==> src/sv/dqu_pkg.sv <==
// Shared constants, command codes and status type for the double-ended queue unit.
package dqu_pkg;

    localparam int DQU_DEPTH      = 16;
    localparam int DQU_DATA_WIDTH = 8;
    localparam int CMD_W          = 3;

    localparam logic [CMD_W-1:0] CMD_PUSH_FRONT = 3'd0;
    localparam logic [CMD_W-1:0] CMD_PUSH_BACK  = 3'd1;
    localparam logic [CMD_W-1:0] CMD_POP_FRONT  = 3'd2;
    localparam logic [CMD_W-1:0] CMD_POP_BACK   = 3'd3;
    localparam logic [CMD_W-1:0] CMD_NOP        = 3'd4;

    typedef struct packed {
        logic not_empty;
        logic is_full;
        logic error;
    } dqu_status_t;

endpackage

==> src/sv/dqu_ram.sv <==
// Element store: one write port, two registered read ports, write-first on a same-entry hit.
module dqu_ram
    import dqu_pkg::*;
#(
    parameter int DEPTH      = DQU_DEPTH,
    parameter int DATA_WIDTH = DQU_DATA_WIDTH,
    localparam int ADDR_W    = $clog2(DEPTH)
)
(
    input  logic                  clk,
    input  logic                  wr_en,
    input  logic [ADDR_W-1:0]     wr_addr,
    input  logic [DATA_WIDTH-1:0] wr_data,
    input  logic                  rd_en,
    input  logic [ADDR_W-1:0]     rd_addr_a,
    input  logic [ADDR_W-1:0]     rd_addr_b,
    output logic [DATA_WIDTH-1:0] rd_data_a,
    output logic [DATA_WIDTH-1:0] rd_data_b
);

    logic [DATA_WIDTH-1:0] mem [DEPTH];
    logic [DATA_WIDTH-1:0] rd_a_reg;
    logic [DATA_WIDTH-1:0] rd_b_reg;

    always_ff @(posedge clk)
    begin
        if (wr_en)
        begin
            mem[wr_addr] <= wr_data;
        end
    end

    // forward the word being written when a read hits the same entry
    always_ff @(posedge clk)
    begin
        if (rd_en)
        begin
            rd_a_reg <= (wr_en && (wr_addr == rd_addr_a)) ? wr_data : mem[rd_addr_a];
            rd_b_reg <= (wr_en && (wr_addr == rd_addr_b)) ? wr_data : mem[rd_addr_b];
        end
    end

    assign rd_data_a = rd_a_reg;
    assign rd_data_b = rd_b_reg;

endmodule

==> src/sv/dqu_ctrl.sv <==
// Pointer and count control: decodes a command, updates head, tail and count, drives the store.
module dqu_ctrl
    import dqu_pkg::*;
#(
    parameter int DEPTH      = DQU_DEPTH,
    parameter int DATA_WIDTH = DQU_DATA_WIDTH,
    localparam int ADDR_W    = $clog2(DEPTH),
    localparam int CNT_W     = $clog2(DEPTH + 1)
)
(
    input  logic                  clk,
    input  logic                  rst_n,
    input  logic                  accept,
    input  logic [CMD_W-1:0]      command,
    input  logic [DATA_WIDTH-1:0] data_in,
    output logic                  wr_en,
    output logic [ADDR_W-1:0]     wr_addr,
    output logic [DATA_WIDTH-1:0] wr_data,
    output logic [ADDR_W-1:0]     front_addr,
    output logic [ADDR_W-1:0]     rear_addr,
    output logic [CNT_W-1:0]      count_next,
    output dqu_status_t           status
);

    logic [ADDR_W-1:0] head_reg;
    logic [ADDR_W-1:0] head_next;
    logic [ADDR_W-1:0] tail_reg;
    logic [ADDR_W-1:0] tail_next;
    logic [CNT_W-1:0]  count_reg;
    logic              full;
    logic              empty;
    logic              push_ok;
    logic              err;

    function automatic logic [ADDR_W-1:0] ptr_inc(input logic [ADDR_W-1:0] p);
        return (p == ADDR_W'(DEPTH - 1)) ? '0 : p + ADDR_W'(1);
    endfunction

    function automatic logic [ADDR_W-1:0] ptr_dec(input logic [ADDR_W-1:0] p);
        return (p == '0) ? ADDR_W'(DEPTH - 1) : p - ADDR_W'(1);
    endfunction

    assign full  = (count_reg == CNT_W'(DEPTH));
    assign empty = (count_reg == '0);

    always_comb
    begin
        head_next  = head_reg;
        tail_next  = tail_reg;
        count_next = count_reg;
        push_ok    = 1'b0;
        wr_addr    = tail_reg;
        err        = 1'b0;
        unique case (command)
            CMD_PUSH_FRONT:
            begin
                if (full)
                begin
                    err = 1'b1;
                end
                else
                begin
                    head_next  = ptr_dec(head_reg);
                    wr_addr    = head_next;
                    push_ok    = 1'b1;
                    count_next = count_reg + CNT_W'(1);
                end
            end
            CMD_PUSH_BACK:
            begin
                if (full)
                begin
                    err = 1'b1;
                end
                else
                begin
                    wr_addr    = tail_reg;
                    tail_next  = ptr_inc(tail_reg);
                    push_ok    = 1'b1;
                    count_next = count_reg + CNT_W'(1);
                end
            end
            CMD_POP_FRONT:
            begin
                if (empty)
                begin
                    err = 1'b1;
                end
                else
                begin
                    head_next  = ptr_inc(head_reg);
                    count_next = count_reg - CNT_W'(1);
                end
            end
            CMD_POP_BACK:
            begin
                if (empty)
                begin
                    err = 1'b1;
                end
                else
                begin
                    tail_next  = ptr_dec(tail_reg);
                    count_next = count_reg - CNT_W'(1);
                end
            end
            default:
            begin
                err = 1'b0;
            end
        endcase
        // an emptied queue restarts at entry zero
        if (count_next == '0)
        begin
            head_next = '0;
            tail_next = '0;
        end
    end

    assign wr_en      = accept && push_ok;
    assign wr_data    = data_in;
    assign front_addr = head_next;
    assign rear_addr  = ptr_dec(tail_next);

    assign status.not_empty = (count_next != '0);
    assign status.is_full   = (count_next == CNT_W'(DEPTH));
    assign status.error     = err;

    always_ff @(posedge clk or negedge rst_n)
    begin
        if (!rst_n)
        begin
            head_reg  <= '0;
            tail_reg  <= '0;
            count_reg <= '0;
        end
        else if (accept)
        begin
            head_reg  <= head_next;
            tail_reg  <= tail_next;
            count_reg <= count_next;
        end
    end

    a_count_bound: assert property (@(posedge clk) disable iff (!rst_n)
        count_reg <= CNT_W'(DEPTH))
        else $error("count exceeds capacity");

    a_empty_ptrs: assert property (@(posedge clk) disable iff (!rst_n)
        (count_reg == '0) |-> (head_reg == '0) && (tail_reg == '0))
        else $error("empty queue with pointers away from zero");

    a_err_holds: assert property (@(posedge clk) disable iff (!rst_n)
        (accept && err) |=> $stable(count_reg) && $stable(head_reg) && $stable(tail_reg))
        else $error("rejected command changed the queue");

    a_no_write_on_err: assert property (@(posedge clk) disable iff (!rst_n)
        err |-> !wr_en)
        else $error("store written by a rejected command");

endmodule

==> src/sv/double_ended_queue_unit.sv <==
// Top level of the double-ended queue unit: control, element store and result register.
//
// Input channel (in_valid / in_ready) carries one command word: command selects
// push front (0), push back (1), pop front (2), pop back (3) or no operation
// (4; codes 5 to 7 act the same). data_in is the element for a push.
// Output channel (out_valid / out_ready) returns one result word per command:
// front and rear elements (zero when empty), not_empty, entry_count, is_full and
// error. A pop on an empty queue or a push on a full one changes nothing and
// sets error.
// On acceptance the pointers update, the store is written and both reads
// launch with the status into the read stage; when the result register is free
// or draining, the read stage loads it and raises out_valid. Throughput is one
// command per cycle while out_ready stays high, set by the single write port
// and the two registered read ports of the store.
// When the receiver stalls, the result register holds and one more command
// may complete its read; after that in_ready drops until out_ready returns.
// Reset empties the queue (pointers and count to zero) and clears both valid
// flags; store contents are left as they are and are never reported until written.
module double_ended_queue_unit
    import dqu_pkg::*;
#(
    parameter int DEPTH      = DQU_DEPTH,
    parameter int DATA_WIDTH = DQU_DATA_WIDTH,
    localparam int ADDR_W    = $clog2(DEPTH),
    localparam int CNT_W     = $clog2(DEPTH + 1)
)
(
    input  logic                  clk,
    input  logic                  rst_n,
    input  logic                  in_valid,
    output logic                  in_ready,
    input  logic [CMD_W-1:0]      command,
    input  logic [DATA_WIDTH-1:0] data_in,
    output logic                  out_valid,
    input  logic                  out_ready,
    output logic [DATA_WIDTH-1:0] front_value,
    output logic [DATA_WIDTH-1:0] rear_value,
    output logic                  not_empty,
    output logic [CNT_W-1:0]      entry_count,
    output logic                  is_full,
    output logic                  error
);

    logic                  accept;
    logic                  s1_move;
    logic                  wr_en;
    logic [ADDR_W-1:0]     wr_addr;
    logic [DATA_WIDTH-1:0] wr_data;
    logic [ADDR_W-1:0]     front_addr;
    logic [ADDR_W-1:0]     rear_addr;
    logic [CNT_W-1:0]      count_next;
    dqu_status_t           status;
    logic [DATA_WIDTH-1:0] rd_front;
    logic [DATA_WIDTH-1:0] rd_rear;

    // read stage: status travels alongside the store read
    logic                  s1_valid_reg;
    dqu_status_t           s1_status_reg;
    logic [CNT_W-1:0]      s1_count_reg;

    // result register
    logic                  out_valid_reg;
    logic [DATA_WIDTH-1:0] front_reg;
    logic [DATA_WIDTH-1:0] rear_reg;
    dqu_status_t           out_status_reg;
    logic [CNT_W-1:0]      out_count_reg;

    // advance the read stage whenever the result register is free or draining
    assign s1_move  = !out_valid_reg || out_ready;
    assign in_ready = !s1_valid_reg || s1_move;
    assign accept   = in_valid && in_ready;

    dqu_ctrl #(
        .DEPTH      (DEPTH),
        .DATA_WIDTH (DATA_WIDTH)
    ) u_ctrl (
        .clk        (clk),
        .rst_n      (rst_n),
        .accept     (accept),
        .command    (command),
        .data_in    (data_in),
        .wr_en      (wr_en),
        .wr_addr    (wr_addr),
        .wr_data    (wr_data),
        .front_addr (front_addr),
        .rear_addr  (rear_addr),
        .count_next (count_next),
        .status     (status)
    );

    // reads launch only on accept, so the read data holds while stage one stalls
    dqu_ram #(
        .DEPTH      (DEPTH),
        .DATA_WIDTH (DATA_WIDTH)
    ) u_ram (
        .clk        (clk),
        .wr_en      (wr_en),
        .wr_addr    (wr_addr),
        .wr_data    (wr_data),
        .rd_en      (accept),
        .rd_addr_a  (front_addr),
        .rd_addr_b  (rear_addr),
        .rd_data_a  (rd_front),
        .rd_data_b  (rd_rear)
    );

    always_ff @(posedge clk or negedge rst_n)
    begin
        if (!rst_n)
        begin
            s1_valid_reg  <= 1'b0;
            out_valid_reg <= 1'b0;
        end
        else
        begin
            if (accept)
            begin
                s1_valid_reg <= 1'b1;
            end
            else if (s1_move)
            begin
                s1_valid_reg <= 1'b0;
            end

            if (s1_valid_reg && s1_move)
            begin
                out_valid_reg <= 1'b1;
            end
            else if (out_ready)
            begin
                out_valid_reg <= 1'b0;
            end
        end
    end

    always_ff @(posedge clk)
    begin
        if (accept)
        begin
            s1_status_reg <= status;
            s1_count_reg  <= count_next;
        end
        if (s1_valid_reg && s1_move)
        begin
            // report zero for both ends of an empty queue
            front_reg      <= s1_status_reg.not_empty ? rd_front : '0;
            rear_reg       <= s1_status_reg.not_empty ? rd_rear : '0;
            out_status_reg <= s1_status_reg;
            out_count_reg  <= s1_count_reg;
        end
    end

    assign out_valid   = out_valid_reg;
    assign front_value = front_reg;
    assign rear_value  = rear_reg;
    assign not_empty   = out_status_reg.not_empty;
    assign entry_count = out_count_reg;
    assign is_full     = out_status_reg.is_full;
    assign error       = out_status_reg.error;

    a_stall_blocks_input: assert property (@(posedge clk) disable iff (!rst_n)
        (s1_valid_reg && out_valid_reg && !out_ready) |-> !in_ready)
        else $error("input accepted while both stages are stalled");

    a_empty_reads_zero: assert property (@(posedge clk) disable iff (!rst_n)
        (out_valid_reg && !out_status_reg.not_empty) |->
            (front_reg == '0) && (rear_reg == '0))
        else $error("nonzero element reported for an empty queue");

    a_full_count: assert property (@(posedge clk) disable iff (!rst_n)
        out_valid_reg |-> (out_status_reg.is_full == (out_count_reg == CNT_W'(DEPTH))))
        else $error("full flag disagrees with count");

    a_result_follows_read: assert property (@(posedge clk) disable iff (!rst_n)
        (s1_valid_reg && s1_move) |=> out_valid_reg)
        else $error("read stage dropped a result");

endmodule

==> config.mk <==
export PLATFORM = sky130hd
export DESIGN_NAME = double_ended_queue_unit
export DESIGN_NICKNAME = d
export VERILOG_FILES = /design/src/sv/dqu_pkg.sv /design/src/sv/dqu_ram.sv /design/src/sv/dqu_ctrl.sv /design/src/sv/double_ended_queue_unit.sv
export SDC_FILE = /design/constraint.sdc
export NUM_CORES = 1
export LEC_CHECK = 0
export BUFFER_PORTS_ARGS = -buffer_cell sky130_fd_sc_hd__buf_4
export CORE_MARGIN = 2
export CORE_UTILIZATION = 67
export DETAILED_ROUTE_END_ITERATION = 6
export PLACE_DENSITY = 0.86
export SETUP_SLACK_MARGIN = 0.05
export SYNTH_ARGS = -nofsm -noshare
export SYNTH_HDL_FRONTEND = slang
export SYNTH_HIERARCHICAL = 1
export SYNTH_SLANG_ARGS = --single-unit
==> constraint.sdc <==
create_clock -name clk -period 9.9 [get_ports clk]
set_clock_uncertainty 0.1 [all_clocks]
set_input_delay 0 -clock clk [delete_from_list [all_inputs] [get_ports clk]]
set_output_delay 0 -clock clk [all_outputs]
set_load 0.01 [all_outputs]
==> results of run 1 <==
==> worst max path at each step <==
| stage | to | depth (start not counted) |
|---|---|---|
| floorplan | u_ram/rd_data_b[6] | 19 |
| detailed placement | u_ram/rd_data_b[0] | 16 |
| global route | u_ram/rd_data_b[0] | 16 |
| finish | u_ram/rd_data_b[0] | 16 |
| global placement | u_ram/rd_data_b[6] | 16 |
| CTS | u_ram/rd_data_b[0] | 16 |
==> per-layer routing <==
layer,vias up,routed length (um)
met4,0,1048
met1,3000,8398
met5,-,0
met2,429,12090
li1,2493,-
met3,92,1973
==> stage by stage <==
stage	hold WS (ns)	cells	total power, W	cell area, um2	worst slack (ns)
after floorplan	-0.3956	597	0.002169	9808	5.485
after global placement	-0.2238	782	0.002456	10140	3.881
after detailed placement	-0.2163	782	0.002508	10140	3.572
after CTS	0.04080	828	0.003191	10850	3.526
after global routing	0.1311	828	0.003337	10850	3.176
final	0.06245	828	0.003223	10850	3.455
==> logic make-up (layout without fill, tap and decap cells) <==
family,count (synthesis),count (layout),share of synthesized area [%]
and+or+nand+nor,128,128,7.973
DFF,191,191,57.71
xor gates and xnor gates,13,13,1.161
muxes,131,131,23.64
AOI/OAI and AO/OA,62,62,4.554
buffers and inverters,63,110,3.814
adders and majority gates,9,9,1.148
==> Yosys cell counts, types with 5 or more instances <==
| cell | instances |
|---|---|
| clkbuf_1 | 19 |
| nor2b_1 | 5 |
| xor2_1 | 7 |
| inv_1 | 11 |
| mux4_1 | 49 |
| buf_6 | 10 |
| nor3_1 | 11 |
| o22ai_1 | 5 |
| xnor2_1 | 6 |
| and2_2 | 15 |
| o21ai_0 | 5 |
| ha_1 | 9 |
| edfxtp_1 | 176 |
| buf_4 | 14 |
| nand2b_1 | 10 |
| nand3_1 | 5 |
| nand2_1 | 20 |
| nor2_1 | 28 |
| mux2_2 | 18 |
| dfrtp_1 | 15 |
| and2_1 | 7 |
| buf_2 | 6 |
| a21oi_1 | 11 |
| mux2i_1 | 49 |
| mux4_2 | 15 |
==> final cells by class <==
cell class | instances | area [um2]
sequential | 191 | 5660
multi-input combinational | 343 | 3812
fill | 814 | 3578
timing repair buffer | 65 | 523.0
clock buffer | 17 | 425.4
tap | 184 | 230.2
clock inverter | 15 | 142.6
inverter | 13 | 51.30
==> power by group through the flow <==
stage	clock (W)	combinational, W	sequential, W
floorplan	0	0.00108	0.00109
global placement	0	0.00134	0.00112
detailed placement	0	0.00138	0.00113
CTS	0.000665	0.00142	0.00111
global route	0.000700	0.00152	0.00112
finish	0.000661	0.00145	0.00111
==> repair_timing <==
item                                    CTS  global route
endpoints found under the hold margin   159             0
hold buffers                             14             0
endpoints found under the setup margin    0             0
==> worst reg2reg max path: stages, from the launching register on <==
cell      delay [ns]
dfrtp_1         0.46
inv_1           0.18
ha_1            0.28
nor4b_4         0.50
nor2_2          0.13
a221o_1         0.38
a221oi_2        0.40
and2_1          0.42
inv_4           0.11
nand2_2         0.83
ha_1            0.37
nor2_1          0.10
o311ai_4        0.26
buf_4           0.45
xor2_1          0.19
nor4_4          0.63
mux2_2          0.42
==> impl_metrics.json, run 1 <==
{
  "synth.area.top_cells": "edfxtp_1, mux4_1, mux2i_1",
  "synth-edff-count": 176,
  "path_buf_inv": 3,
  "numCtsBuffers": 17,
  "cts_max_level": 4,
  "antenna_found_initial": 0,
  "initialDrtViolationCount": 872,
  "yosys_warnings": 6,
  "vias": 6014,
  "largest_reg_flops": 128,
  "drt-total-wl_um": 23510,
  "cp-end-kind": "register",
  "drive_gt1_share_pct": 22.83,
  "setup_viol": 0,
  "cts.sinks": 191,
  "status": "finished clean",
  "finalNetCount": 655,
  "critPathRequiredTime_ns": 9.99,
  "p_int_w": 0.002017,
  "area_growth_pct": 10.58,
  "hpwl_um": 14760,
  "path_clk_slew_ns": 0.07,
  "viasPerCell": 7.263,
  "final_common_cell": "edfxtp_1",
  "grt_use_met3_pct": 6.632,
  "switching_share_pct": 37.42,
  "wire_per_inst_um": 28.39,
  "synthDistinctLibCells": 73,
  "cp_data_arrival_time_ns": 6.53,
  "tns_ns": 0,
  "rrSetupSlack_ns": 3.46,
  "postSynthAreaPerCell_um2": 16.43,
  "start_kind": "register",
  "crit_top_cell": "ha_1",
  "gp_congestion": 0.8836,
  "grt_use_total_pct": 31.40,
  "grt_pass1_wl_um": 36120,
  "drc": 0,
  "fin_util_pct": 75.19,
  "crit_chain": "inv_1 -> ha_1 -> nor4b_4 -> nor2_2 -> a221o_1 -> a221oi_2 -> and2_1 -> inv_4 -> nand2_2 -> ha_1 -> nor2_1 -> o311ai_4 -> buf_4 -> xor2_1 -> nor4_4 -> mux2_2",
  "post-route-period-util_pct": 65.10,
  "first_pass_iters": 6,
  "worstHoldPathCells": 4,
  "hold_viol_final": 0,
  "top_register": "u_ram/mem",
  "layout_common_cells": "edfxtp_1, buf_4, mux2i_1, mux4_1, nor2_1",
  "startpoint": "u_ctrl/count_reg[0]",
  "clkLatencyLatePin_ns": 0.45,
  "cts_tree": "yes",
  "timing.rr.end": "u_ram/rd_data_b[0]",
  "holdPathEnd": "u_ctrl/tail_reg[1]",
  "synthFlopType": "edfxtp_1",
  "fmax_mhz": 155.2,
  "grtUsageMet1_pct": 39.49,
  "ys_seq_area_share_pct": 57.71,
  "ys_seq_elements": 191,
  "io_buffers": 40,
  "ctsResizeCount": 0,
  "period_needed_ns": 6.445,
  "crit_family": "simple AND/OR/NAND/NOR gates",
  "initial_core_util_pct": 68.00,
  "busiest_layer": "met2",
  "relSlewSlack_pct": 24.97,
  "clkPwrFrac_pct": 20.5,
  "grt_max_degree": 44,
  "rsz0062_at_grt": "false",
  "critPathMaxStageDelay_ns": 0.83,
  "pin_count": 41,
  "powerDensity_mw_per_mm2": 297.2,
  "rows": 44,
  "synth_top_area_cell": "edfxtp_1",
  "critPathKind": "reg -> reg",
  "overflow": 0,
  "synthCells": 597,
  "fp.dieW_um": 125.0,
  "power.leakage_nw": 3.904,
  "pwr-share-comb_pct": 45.0,
  "first_global_vias": 5978,
  "synthArstFlopShare_pct": 7.853,
  "syn_area_mm2": 0.009808,
  "seq_power_share_pct": 34.5,
  "synth_fp_nets": 621,
  "met2_usage_pct": 53.80,
  "synth.top_cell.area_share_pct": 53.88,
  "postCtsSetupBuffers": 0,
  "maxSlewViolCount": 0,
  "hold_class": "in -> reg",
  "ir_worst_vdd_uv": 207.6,
  "antenna_cells": 0,
  "fp.coreArea_mm2": 0.01442,
  "die_h_um": 125.0,
  "path_max_fanout": 34,
  "ctsLongestPathBuffers": 2,
  "cap_violations": 0,
  "cp_slowest_cell": "nand2_2",
  "die_area_mm2": 0.01562,
  "r2r_start": "u_ctrl/count_reg[0]",
  "max_slew.worst_pin.slew_ns": 1.121,
  "power_switching_w": 0.001206,
  "ant_nets": 0,
  "hold_start": "command[1]",
  "cts-root-buf": "clkbuf_16",
  "worstRegToRegCells": 16
}
Power figures use the tool's default switching activity.
==> inputs of run 2 (changes only) <==
--- a/config.mk
+++ b/config.mk
@@ -5,11 +5,12 @@
 export SDC_FILE = /design/constraint.sdc
 export NUM_CORES = 1
 export LEC_CHECK = 0
+export ABC_AREA = 1
 export BUFFER_PORTS_ARGS = -buffer_cell sky130_fd_sc_hd__buf_4
 export CORE_MARGIN = 2
-export CORE_UTILIZATION = 67
+export CORE_UTILIZATION = 56
 export DETAILED_ROUTE_END_ITERATION = 6
-export PLACE_DENSITY = 0.86
+export PLACE_DENSITY = 0.76
 export SETUP_SLACK_MARGIN = 0.05
 export SYNTH_ARGS = -nofsm -noshare
 export SYNTH_HDL_FRONTEND = slang
==> constraint.sdc (replaced) <==
create_clock -name clk -period 5.6 [get_ports clk]
set_clock_uncertainty 0.1 [all_clocks]
set_input_delay 0 -clock clk [delete_from_list [all_inputs] [get_ports clk]]
set_output_delay 0 -clock clk [all_outputs]
set_load 0.01 [all_outputs]
==> run 2 against run 1 <==
Effect of this change: die area up 27%; clock power grew 79%; setup slack worse by 2.0 ns; synthesized area up 7.0%; sequential power rose by 75%.
==> impl_metrics.json, run 2 <==
{
  "period_needed_ns": 4.193,
  "rrSetupSlack_ns": 1.41,
  "cts-root-buf": "clkbuf_16",
  "clkLatencyLatePin_ns": 0.44,
  "yosys.area_share.simple_pct": 30.97,
  "critPathMaxStageDelay_ns": 0.44,
  "drive_gt1_share_pct": 9.483,
  "layout_common_cells": "nand2_1, nand3_1, inv_1",
  "fmax_mhz": 238.5,
  "crit_family": "simple AND/OR/NAND/NOR gates",
  "synth.area.top_cells": "edfxtp_1, nand2_1, nand3_1",
  "yosysMostFrequentCell": "nand2_1",
  "start_kind": "register",
  "top_register": "u_ram/mem",
  "postSynthAreaPerCell_um2": 8.420,
  "crit_end": "u_ram/rd_data_b[2]",
  "crit_chain": "inv_1 -> ha_1 -> nand3_2 -> nand2_2 -> nand2_1 -> nand2_1 -> nand2_2 -> nor2_4 -> nand3_4 -> nand2_2 -> ha_1 -> nand3_1 -> nand3_1 -> clkinv_1 -> o22ai_1 -> nand3b_4 -> inv_2 -> nand2_1 -> nand2_1",
  "initial_core_util_pct": 56.66,
  "rows": 50,
  "tns_ns": 0,
  "drc": 0,
  "power.total_w": 0.006748,
  "path_max_fanout": 11,
  "viasPerCell": 5.746,
  "ctsLongestPathBuffers": 2,
  "powerDensity_mw_per_mm2": 587.1,
  "fp.dieW_um": 140.9,
  "overflow": 0,
  "drt-total-wl_um": 26900,
  "crit_top_cell": "nand2_1",
  "syn_area_mm2": 0.01049,
  "synthDistinctLibCells": 37,
  "area_growth_pct": 9.565,
  "cap_violations": 0,
  "cts_max_level": 4,
  "hpwl_um": 17200,
  "finalNetCount": 1288,
  "synth.top_cell.area_share_pct": 50.38,
  "cp_slowest_cell": "dfrtp_1",
  "yosys-top-cells-count": "nand2_1, nand3_1, inv_1, edfxtp_1, nor2_1",
  "critPathKind": "reg -> reg",
  "ctsResizeCount": 0,
  "path_buf_inv": 3,
  "dp.cells": 1464,
  "worstRegToRegCells": 19,
  "postCtsSetupBuffers": 0,
  "relSlewSlack_pct": 19.16,
  "r2r_start": "u_ctrl/count_reg[0]",
  "cp-end-kind": "register",
  "synth_top_area_cell": "edfxtp_1",
  "setup_viol": 0,
  "post-route-period-util_pct": 74.87,
  "hold_viol_final": 0,
  "synthArstFlopShare_pct": 7.853,
  "final_common_cell": "nand2_1",
  "path_clk_slew_ns": 0.06,
  "fp.coreArea_mm2": 0.01852,
  "placed_area_mm2": 0.01078,
  "antenna_found_initial": 0,
  "die_area_mm2": 0.01985,
  "ys_seq_area_share_pct": 53.95,
  "maxSlewViolCount": 0,
  "grt_use_total_pct": 27.90,
  "crit_cells": 19,
  "startpoint": "u_ctrl/count_reg[0]",
  "cts_tree": "yes",
  "pin_count": 41,
  "wire_per_inst_um": 17.82,
  "max_slew.worst_pin.slew_ns": 1.213,
  "numCtsBuffers": 17,
  "synth-edff-count": 176,
  "finish.instance_area_mm2": 0.01149,
  "ant_nets": 0,
  "fill_cells": 1586,
  "cts.sinks": 191,
  "grt_pass1_wl_um": 42520,
  "power.leakage_nw": 5.227,
  "rsz0062_at_grt": "false",
  "fin_util_pct": 62.07,
  "synth_fp_nets": 1270,
  "grt_max_degree": 67,
  "synth_fa_ha_area_share_pct": 1.073,
  "largest_reg_flops": 128,
  "synthFlopType": "edfxtp_1",
  "io_buffers": 40,
  "synth_xor_area_share_pct": 0.4174,
  "fin_cells": 1510,
  "first_global_vias": 8076,
  "die_h_um": 140.9,
  "synthCells": 1246,
  "synth_top_family_by_area": "simple AND/OR/NAND/NOR gates",
  "first_pass_iters": 6,
  "initialDrtViolationCount": 1506,
  "ir_worst_vdd_uv": 329.9,
  "antenna_cells": 0,
  "status": "finished clean",
  "vias": 8676,
  "gp_congestion": 0.9376,
  "synth_mux_area_share_pct": 0,
  "timing.rr.end": "u_ram/rd_data_b[2]",
  "hold_class": "in -> reg",
  "ys_seq_elements": 191,
  "synth-compound-area-share_pct": 2.719,
  "yosys_warnings": 6,
  "cp_data_arrival_time_ns": 4.28,
  "critPathRequiredTime_ns": 5.69
}
## run 2: cell types whose count changed after synthesis, sizes merged, moves of 22 or more
| cell | delta |
|---|---|
| nand3 | +255 |
| mux4 | -64 |
| and2 | -22 |
| inv | +183 |
| buf | +22 |
| nand2 | +400 |
| mux2i | -49 |
## run 2: final cells by class
type                            count  area (um2)  area share (%)
Inverter                          199       752.0           6.542
Sequential cell                   191        5660           49.24
Clock buffer                       18       429.2           3.734
Multi-Input combinational cell    790        3697           32.16
Clock inverter                     13       137.6           1.197
Timing Repair Buffer               65       525.5           4.572
Tap cell                          234       292.8           2.547
## run 2: worst register-to-register path, stage by stage (launching register included)
cell      delay [ns]
dfrtp_1         0.44
inv_1           0.16
ha_1            0.32
nand3_2         0.30
nand2_2         0.22
nand2_1         0.07
nand2_1         0.08
nand2_2         0.08
nor2_4          0.14
nand3_4         0.16
nand2_2         0.15
ha_1            0.19
nand3_1         0.09
nand3_1         0.42
clkinv_1        0.38
o22ai_1         0.22
nand3b_4        0.21
inv_2           0.09
nand2_1         0.06
nand2_1         0.06
## run 2: per-stage QoR
step	hold WS, ns	worst slack (ns)
4_1_cts	0.07034	1.515
2_1_floorplan	-0.3956	2.445
5_1_grt	0.1241	1.021
3_5_place_dp	-0.2213	1.545
3_3_place_gp	-0.2220	1.706
6_report	0.08849	1.407
## run 2: power breakdown
group          internal, W  total [W]  switching, W
clock             0.000656    0.00118      0.000522
combinational      0.00106    0.00363       0.00256
sequential         0.00182    0.00194      0.000120
total              0.00354    0.00675       0.00320
## run 2: routing by layer
layer	up-vias	routed length, um	track usage, %
li1	4066	-	-
met1	3984	10670	37.73
met2	545	12200	42.95
met3	81	3044	6.692
met4	0	995	12.95
met5	-	0	0
## run 2: worst min path at each step
stage / start / endpoint / cells after the start
6_report: command[1] / s1_count_reg[2] / 5
5_1_grt: command[1] / u_ctrl/tail_reg[3] / 7
4_1_cts: command[1] / s1_count_reg[2] / 5
3_5_place_dp: rst_n / u_ctrl/tail_reg[2] / 1
3_3_place_gp: rst_n / u_ctrl/tail_reg[2] / 1
2_1_floorplan: rst_n / out_valid / 0
## run 2: kinds of logic (layout without fill, tap and decap cells)
| group | Yosys count | after routing |
|---|---|---|
| compound gates | 45 | 45 |
| xor+xnor | 5 | 5 |
| fa+ha+maj | 9 | 9 |
| buf+inv | 265 | 295 |
| flops | 191 | 191 |
| simple gates | 731 | 731 |
## run 2: timing repair
item	4_1_cts	5_1_grt
endpoints found under the hold margin	163	0
hold buffers	15	0
endpoints found under the setup margin	0	0
